[src/rtl/swseg_pkg.sv]
package swseg_pkg;

    localparam int DIGIT_COUNT = 8;
    localparam int CODE_W      = 5;
    localparam int IDX_W       = $clog2(DIGIT_COUNT);
    localparam int BCD_DIGITS  = 5;
    localparam int BCD_W       = 4 * BCD_DIGITS;
    localparam int SW_W        = 16;

    // Button codes that select a display mode
    localparam logic [4:0] BTN_BINARY  = 5'h01;
    localparam logic [4:0] BTN_HEX     = 5'h02;
    localparam logic [4:0] BTN_DECIMAL = 5'h10;

    localparam logic [CODE_W-1:0] BLANK_CODE = 5'd16;
    localparam logic [7:0]        SEG_BLANK  = 8'hff;

    // Active-low segment patterns for codes 0..15 and blank
    localparam logic [7:0] SEG_TABLE [0:16] = '{
        8'hc0, 8'hf9, 8'ha4, 8'hb0, 8'h99, 8'h92, 8'h82, 8'hf8, 8'h80, 8'h90,
        8'h88, 8'h83, 8'hc6, 8'ha1, 8'h86, 8'h8e, 8'hff
    };

    // Commands from the controller to the datapath
    typedef struct packed {
        logic             load;       // capture a new input item
        logic             dab_step;   // one double-dabble step
        logic             dab_store;  // write decimal digits to the codes
        logic [IDX_W-1:0] scan_idx;   // digit being shown
    } cmd_t;

    // Status from the datapath to the controller
    typedef struct packed {
        logic dec_mode;               // offered item selects decimal mode
    } status_t;

    function automatic logic [7:0] seg_of(input logic [CODE_W-1:0] code);
        logic [7:0] seg;
        if (code > BLANK_CODE) begin
            seg = SEG_BLANK;
        end else begin
            seg = SEG_TABLE[code];
        end
        return seg;
    endfunction

endpackage

[src/rtl/swseg_ctrl.sv]
module swseg_ctrl (
    input  logic               aclk,
    input  logic               aresetn,
    input  logic               s_valid,
    output logic               s_ready,
    output logic               m_valid,
    input  logic               m_ready,
    input  swseg_pkg::status_t status,
    output swseg_pkg::cmd_t    cmd
);
    import swseg_pkg::*;

    localparam logic [1:0] ST_IDLE  = 2'd0;
    localparam logic [1:0] ST_CONV  = 2'd1;
    localparam logic [1:0] ST_STORE = 2'd2;
    localparam logic [1:0] ST_SCAN  = 2'd3;

    localparam logic [3:0] CONV_LAST = 4'(SW_W - 1);
    localparam logic [3:0] SCAN_LAST = 4'(DIGIT_COUNT - 1);

    logic [1:0] state_reg, state_next;
    logic [3:0] count_reg, count_next;

    assign s_ready = (state_reg == ST_IDLE);
    assign m_valid = (state_reg == ST_SCAN);

    // Decode commands from the state
    always_comb begin
        cmd.load      = s_ready && s_valid;
        cmd.dab_step  = (state_reg == ST_CONV);
        cmd.dab_store = (state_reg == ST_STORE);
        cmd.scan_idx  = count_reg[IDX_W-1:0];
    end

    // Advance through convert, store and scan
    always_comb begin
        state_next = state_reg;
        count_next = count_reg;
        unique case (state_reg)
            ST_IDLE: begin
                if (s_valid) begin
                    state_next = status.dec_mode ? ST_CONV : ST_SCAN;
                    count_next = 4'd0;
                end
            end
            ST_CONV: begin
                count_next = count_reg + 4'd1;
                if (count_reg == CONV_LAST) begin
                    state_next = ST_STORE;
                end
            end
            ST_STORE: begin
                state_next = ST_SCAN;
                count_next = 4'd0;
            end
            ST_SCAN: begin
                if (m_ready) begin
                    count_next = count_reg + 4'd1;
                    if (count_reg == SCAN_LAST) begin
                        state_next = ST_IDLE;
                    end
                end
            end
            default: begin
                state_next = ST_IDLE;
            end
        endcase
    end

    always_ff @(posedge aclk) begin
        if (!aresetn) begin
            state_reg <= ST_IDLE;
            count_reg <= 4'd0;
        end else begin
            state_reg <= state_next;
            count_reg <= count_next;
        end
    end

    // Input and result sides never open together
    a_no_overlap: assert property (@(posedge aclk) disable iff (!aresetn)
        !(s_ready && m_valid))
        else $error("input ready while a result is offered");

    // A stalled result keeps its digit
    a_hold_idx: assert property (@(posedge aclk) disable iff (!aresetn)
        (m_valid && !m_ready) |=> (m_valid && $stable(cmd.scan_idx)))
        else $error("scan digit moved under stall");

    // The last digit taken frees the input side
    a_end_scan: assert property (@(posedge aclk) disable iff (!aresetn)
        (m_valid && m_ready && (count_reg == SCAN_LAST)) |=> s_ready)
        else $error("block not idle after the final digit");

    // A decimal item converts before any result appears
    a_dec_conv: assert property (@(posedge aclk) disable iff (!aresetn)
        (cmd.load && status.dec_mode) |=> (cmd.dab_step && !m_valid))
        else $error("decimal item skipped conversion");

endmodule

[src/rtl/swseg_dp.sv]
module swseg_dp (
    input  logic                          aclk,
    input  logic                          aresetn,
    input  logic [4:0]                    s_buttons,
    input  logic [swseg_pkg::SW_W-1:0]    s_switches,
    input  swseg_pkg::cmd_t               cmd,
    output swseg_pkg::status_t            status,
    output logic [7:0]                    m_digit_select,
    output logic [7:0]                    m_segments,
    output logic                          m_last_digit
);
    import swseg_pkg::*;

    logic [CODE_W-1:0] codes_reg [DIGIT_COUNT];
    logic [BCD_W-1:0]  bcd_reg;
    logic [SW_W-1:0]   bin_reg;
    logic [BCD_W-1:0]  bcd_adj;

    assign status.dec_mode = (s_buttons == BTN_DECIMAL);

    // Add three to every BCD digit of five or more before the shift
    always_comb begin
        for (int d = 0; d < BCD_DIGITS; d++) begin
            if (bcd_reg[4*d +: 4] >= 4'd5) begin
                bcd_adj[4*d +: 4] = bcd_reg[4*d +: 4] + 4'd3;
            end else begin
                bcd_adj[4*d +: 4] = bcd_reg[4*d +: 4];
            end
        end
    end

    // Shift the binary value into the BCD register
    always_ff @(posedge aclk) begin
        if (cmd.load) begin
            bin_reg <= s_switches;
            bcd_reg <= '0;
        end else if (cmd.dab_step) begin
            bcd_reg <= {bcd_adj[BCD_W-2:0], bin_reg[SW_W-1]};
            bin_reg <= {bin_reg[SW_W-2:0], 1'b0};
        end
    end

    // Update the stored digit codes
    always_ff @(posedge aclk) begin
        if (!aresetn) begin
            for (int i = 0; i < DIGIT_COUNT; i++) begin
                codes_reg[i] <= '0;
            end
        end else if (cmd.load) begin
            unique case (s_buttons)
                BTN_BINARY: begin
                    for (int i = 0; i < DIGIT_COUNT; i++) begin
                        codes_reg[i] <= {4'd0, s_switches[DIGIT_COUNT-1-i]};
                    end
                end
                BTN_HEX: begin
                    codes_reg[0] <= BLANK_CODE;
                    codes_reg[1] <= BLANK_CODE;
                    codes_reg[2] <= BLANK_CODE;
                    codes_reg[3] <= BLANK_CODE;
                    codes_reg[4] <= {1'b0, s_switches[15:12]};
                    codes_reg[5] <= {1'b0, s_switches[11:8]};
                    codes_reg[6] <= {1'b0, s_switches[7:4]};
                    codes_reg[7] <= {1'b0, s_switches[3:0]};
                end
                default: begin
                end
            endcase
        end else if (cmd.dab_store) begin
            codes_reg[0] <= BLANK_CODE;
            codes_reg[1] <= BLANK_CODE;
            codes_reg[2] <= BLANK_CODE;
            codes_reg[3] <= {1'b0, bcd_reg[19:16]};
            codes_reg[4] <= {1'b0, bcd_reg[15:12]};
            codes_reg[5] <= {1'b0, bcd_reg[11:8]};
            codes_reg[6] <= {1'b0, bcd_reg[7:4]};
            codes_reg[7] <= {1'b0, bcd_reg[3:0]};
        end
    end

    // Drive the scan result for the current digit
    assign m_digit_select = ~(8'h80 >> cmd.scan_idx);
    assign m_segments     = seg_of(codes_reg[cmd.scan_idx]);
    assign m_last_digit   = (cmd.scan_idx == IDX_W'(DIGIT_COUNT - 1));

endmodule

[src/rtl/switch_value_seven_segment_display_top.sv]
// Eight-digit multiplexed seven-segment driver for a switch value.
// Input channel (s_valid/s_ready): one item is a sample of s_buttons and
// s_switches. Button code 0x01 shows switch bits 7..0 in binary, 0x02 shows
// the value in hex on the right four digits, 0x10 in decimal on the right
// five digits; any other code keeps the digits already stored.
// Result channel (m_valid/m_ready): every item yields eight scan results,
// leftmost digit first, each with an active-low digit select and segment
// byte; m_last_digit marks the eighth.
// The first result is offered in the cycle after the item is taken, or in
// decimal mode once a double-dabble unit has taken one bit of the 16-bit
// value per cycle and a store state has written the digits.
// One item is in work at a time: s_ready is high only while no scan is
// pending. A stalled receiver holds the current digit on the result ports.
// Reset clears all digit codes to zero, so a scan then shows "00000000".
module switch_value_seven_segment_display_top (
    input  logic        aclk,
    input  logic        aresetn,
    input  logic        s_valid,
    output logic        s_ready,
    input  logic [4:0]  s_buttons,
    input  logic [15:0] s_switches,
    output logic        m_valid,
    input  logic        m_ready,
    output logic [7:0]  m_digit_select,
    output logic [7:0]  m_segments,
    output logic        m_last_digit
);
    import swseg_pkg::*;

    cmd_t    cmd;
    status_t status;

    swseg_ctrl u_ctrl (
        .aclk    (aclk),
        .aresetn (aresetn),
        .s_valid (s_valid),
        .s_ready (s_ready),
        .m_valid (m_valid),
        .m_ready (m_ready),
        .status  (status),
        .cmd     (cmd)
    );

    swseg_dp u_dp (
        .aclk           (aclk),
        .aresetn        (aresetn),
        .s_buttons      (s_buttons),
        .s_switches     (s_switches),
        .cmd            (cmd),
        .status         (status),
        .m_digit_select (m_digit_select),
        .m_segments     (m_segments),
        .m_last_digit   (m_last_digit)
    );

endmodule

[config.mk]
export PLATFORM = sky130hd
export DESIGN_NAME = switch_value_seven_segment_display_top
export DESIGN_NICKNAME = d
export VERILOG_FILES = /design/src/rtl/swseg_pkg.sv /design/src/rtl/swseg_ctrl.sv /design/src/rtl/swseg_dp.sv /design/src/rtl/switch_value_seven_segment_display_top.sv
export SDC_FILE = /design/constraint.sdc
export NUM_CORES = 1
export LEC_CHECK = 0
export BUFFER_PORTS_ARGS = -buffer_cell sky130_fd_sc_hd__buf_2
export CORE_MARGIN = 5
export CORE_UTILIZATION = 45
export DETAILED_ROUTE_END_ITERATION = 12
export SETUP_SLACK_MARGIN = 0.2
export SLEW_MARGIN = 30
export SYNTH_ARGS = -nofsm -noshare
export SYNTH_HDL_FRONTEND = slang
export SYNTH_HIERARCHICAL = 1
export SYNTH_SLANG_ARGS = --single-unit
[constraint.sdc]
create_clock -name aclk -period 6.99 [get_ports aclk]
set_input_delay 1.398 -clock aclk [delete_from_list [all_inputs] [get_ports aclk]]
set_output_delay 1.398 -clock aclk [all_outputs]
set_load 0.05 [all_outputs]
==> flow_summary.yaml <==
outcome:
  status: "finished, final reports clean"
cells_and_area:
  syn_to_final_growth_pct: 10.8
  instances_no_fill: 519
  largest_register_ffs: 26
  nFillCells: 784
  fin_area_mm2: 0.00438
  final_cell_mix: "42 x buf_2, 40 x edfxtp_1, 27 x dfxtp_1, 25 x nand2_1, 23 x inv_1"
  layout_commonest_cell: "buf_2"
  final_core_util: 0.507
  drive_gt1_frac: 0.229
  layout.nets: 452
  diodes: 0
floorplanning:
  initial_core_util: 0.458
  io_pins: 44
  dieWidth_um: 104
  die_y_um: 104
  coreArea_mm2: 0.00864
  core.rowCount: 34
  die_area_mm2: 0.0108
clock_network:
  cts_tree: "yes"
  clock_latency_ns: 0.34
  cts_hold_buf: 0
  post-cts-setup-buffer-count: 0
  cts_root_buf: "clkbuf_8"
  max-clock-path-buffers: 2
  post_cts_resized: 0
  cts_inserted_buffers: 9
  clock_sinks: 68
  path_clk_slew_ns: 0.08
  h-tree-depth: 3
synthesis:
  synth_ff_type: "edfxtp_1"
  synth.distinct_cells: 59
  syn_inst: 373
  seq_area_frac_synth: 0.446
  synth_nets: 419
  synth.avg_cell_area_um2: 10.6
  synth_top_area_cell: "edfxtp_1"
  synth_top_cell_area_share: 0.304
  synth_edf_count: 40
  synth_area_mm2: 0.00395
  synthArstFlopShare: 0
  ys_ff_latch: 68
  yosysWarnings: 6
  synthTopCellsByArea: "edfxtp_1 30%, dfxtp_1 14%, ha_1 6.6%, mux2_2 5.7%, mux2i_1 3.8%"
worst_setup_path:
  startpoint_type: "flop"
  worstRegToRegCells: 7
  timing.rr.start: "u_ctrl/state_reg[0]"
  critical_path_class: "reg -> out"
  cpPeakStageDelay_ns: 0.65
  crit_required_ns: 5.59
  reg2reg_to: "u_dp/codes_reg[4][2]"
  arrival_ns: 3.15
  crit_top_cell: "inv_1"
  crit_path_max_fanout: 27
  worst_setup_path_end_kind: "output port"
  rrSetupSlack_ns: 3.67
  cp_slowest_cell: "dfxtp_2"
  crit_chain: "mux4_2 > inv_1 > o21ai_0 > inv_1 > ha_1 > inv_1 > nor2_1 > a221o_1 > a21bo_1 > buf_2"
pwr:
  power_density_mw_per_mm2: 310
  irDropWorstVdd_v: 0.000175
  total_power_mw: 1.36
  p_leak_nw: 1.72
drt:
  totalWireLength_um: 8130
  wire_per_inst_um: 15.7
  postRouteAntennaNets: 0
  drc: 0
  dr.first_iter.drc_count: 135
  first_pass_iters: 4
  vias: 2812
  viasPerCell: 5.42
place:
  placed_cell_area_mm2: 0.00418
  hpwlAfterDp_um: 5930
  place_ws_ns: 2.45
  io_buffer_count: 42
  placed_cells: 503
  gp_congestion: 0.883
global_routing:
  gr-total-overflow: 0
  grt_first_pass_wirelength_um: 13600
  antenna_found_initial: 0
  grt_pass1_vias: 2698
  grt_usage: 0.154
  grt_max_degree: 40
timing:
  rsz0062_at_grt: "no"
  fin_crit_sh: 0.650
  worst_slew_pin_slew_ns: 0.836
  skew_ns: 0.0129
  slew_headroom: 0.443
  setup_tns_ns: 0
  hold_viol_final: 0
  max_freq_mhz: 220
  maxSlewViolCount: 0
  whs_ns: 0.490
  finalWorstSetupSlack_ns: 2.44
  post-route-min-period_ns: 4.55
  setup_viol: 0
hold_path:
  hp-class: "reg -> reg"
  holdPathStages: 2
  hold_end: "u_dp/bcd_reg[19]"
  hp-start: "u_dp/bcd_reg[19]"
flow_run:
  drv_cap: 0
worst max-delay path, delay by kind of cell, from the launching register on:
kind / cells / cell delay [ns]
adder cells (fa/ha/maj): 1 / 0.25
multiplexers: 1 / 0.31
AO/OA/AOI/OAI: 3 / 1.00
buffers and inverters: 4 / 0.54
flip-flops: 1 / 0.65
AND/OR/NAND/NOR: 1 / 0.05
cell families after synthesis:
kind of cell | count (synthesis) | synth area share
other | 1 | 0.000949
xor gates and xnor gates | 11 | 0.0244
and+or+nand+nor | 106 | 0.148
adders and majority gates | 21 | 0.0665
muxes | 38 | 0.109
buffers and inverters | 45 | 0.0570
DFF | 68 | 0.446
AOI/OAI and AO/OA | 83 | 0.148
worst max-delay path by stage:
stage / end / depth (start not counted) / from / slack, ns
final: m_segments[3] / 10 / u_ctrl/count_reg[1] / 2.44
after global routing: m_segments[3] / 10 / u_ctrl/count_reg[1] / 2.15
after CTS: m_segments[3] / 10 / u_ctrl/count_reg[1] / 2.08
after detailed placement: m_segments[3] / 10 / u_ctrl/count_reg[1] / 2.45
after global placement: m_segments[3] / 10 / u_ctrl/count_reg[1] / 2.56
after floorplan: m_segments[0] / 9 / u_ctrl/count_reg[0] / 2.61
layer usage:
| layer | part of all wire | GRT usage | vias to the layer above |
|---|---|---|---|
| met5 | 0 | 0 | - |
| met4 | 0.0075 | 0.0546 | 0 |
| met1 | 0.48 | 0.210 | 1325 |
| met3 | 0.042 | 0.0367 | 7 |
| met2 | 0.47 | 0.241 | 64 |
| li1 | - | - | 1416 |
synth_stat cells (3+ instances only):
| master | instances |
|---|---|
| o21ai_0 | 17 |
| nor2b_1 | 3 |
| mux2i_1 | 15 |
| o221ai_1 | 5 |
| inv_1 | 23 |
| and2_1 | 11 |
| buf_1 | 3 |
| xnor2_1 | 11 |
| a21o_1 | 4 |
| nand2b_1 | 16 |
| a21oi_1 | 19 |
| o211ai_1 | 6 |
| a22o_1 | 14 |
| clkbuf_1 | 9 |
| buf_6 | 3 |
| mux2_2 | 20 |
| edfxtp_1 | 40 |
| ha_1 | 21 |
| nor2_1 | 14 |
| nand2_1 | 25 |
| buf_4 | 4 |
| dfxtp_1 | 28 |
| nand3_1 | 16 |
| nor4_1 | 3 |
cell type report:
class	count	area [µm²]	share of cell area
clock buffer	9	124	0.0283
clock inverter	7	73.8	0.0169
inverter	23	86.3	0.0197
multi-input combinational	260	1970	0.450
sequential	68	1760	0.403
tap	108	135	0.0309
timing repair buffer	44	225	0.0514
report_power, final:
| group | internal [mW] | switching, mW |
|---|---|---|
| registers | 0.534 | 0.0408 |
| logic | 0.159 | 0.298 |
| clock network | 0.167 | 0.156 |
| total | 0.860 | 0.495 |
Power figures use the tool's default switching activity.
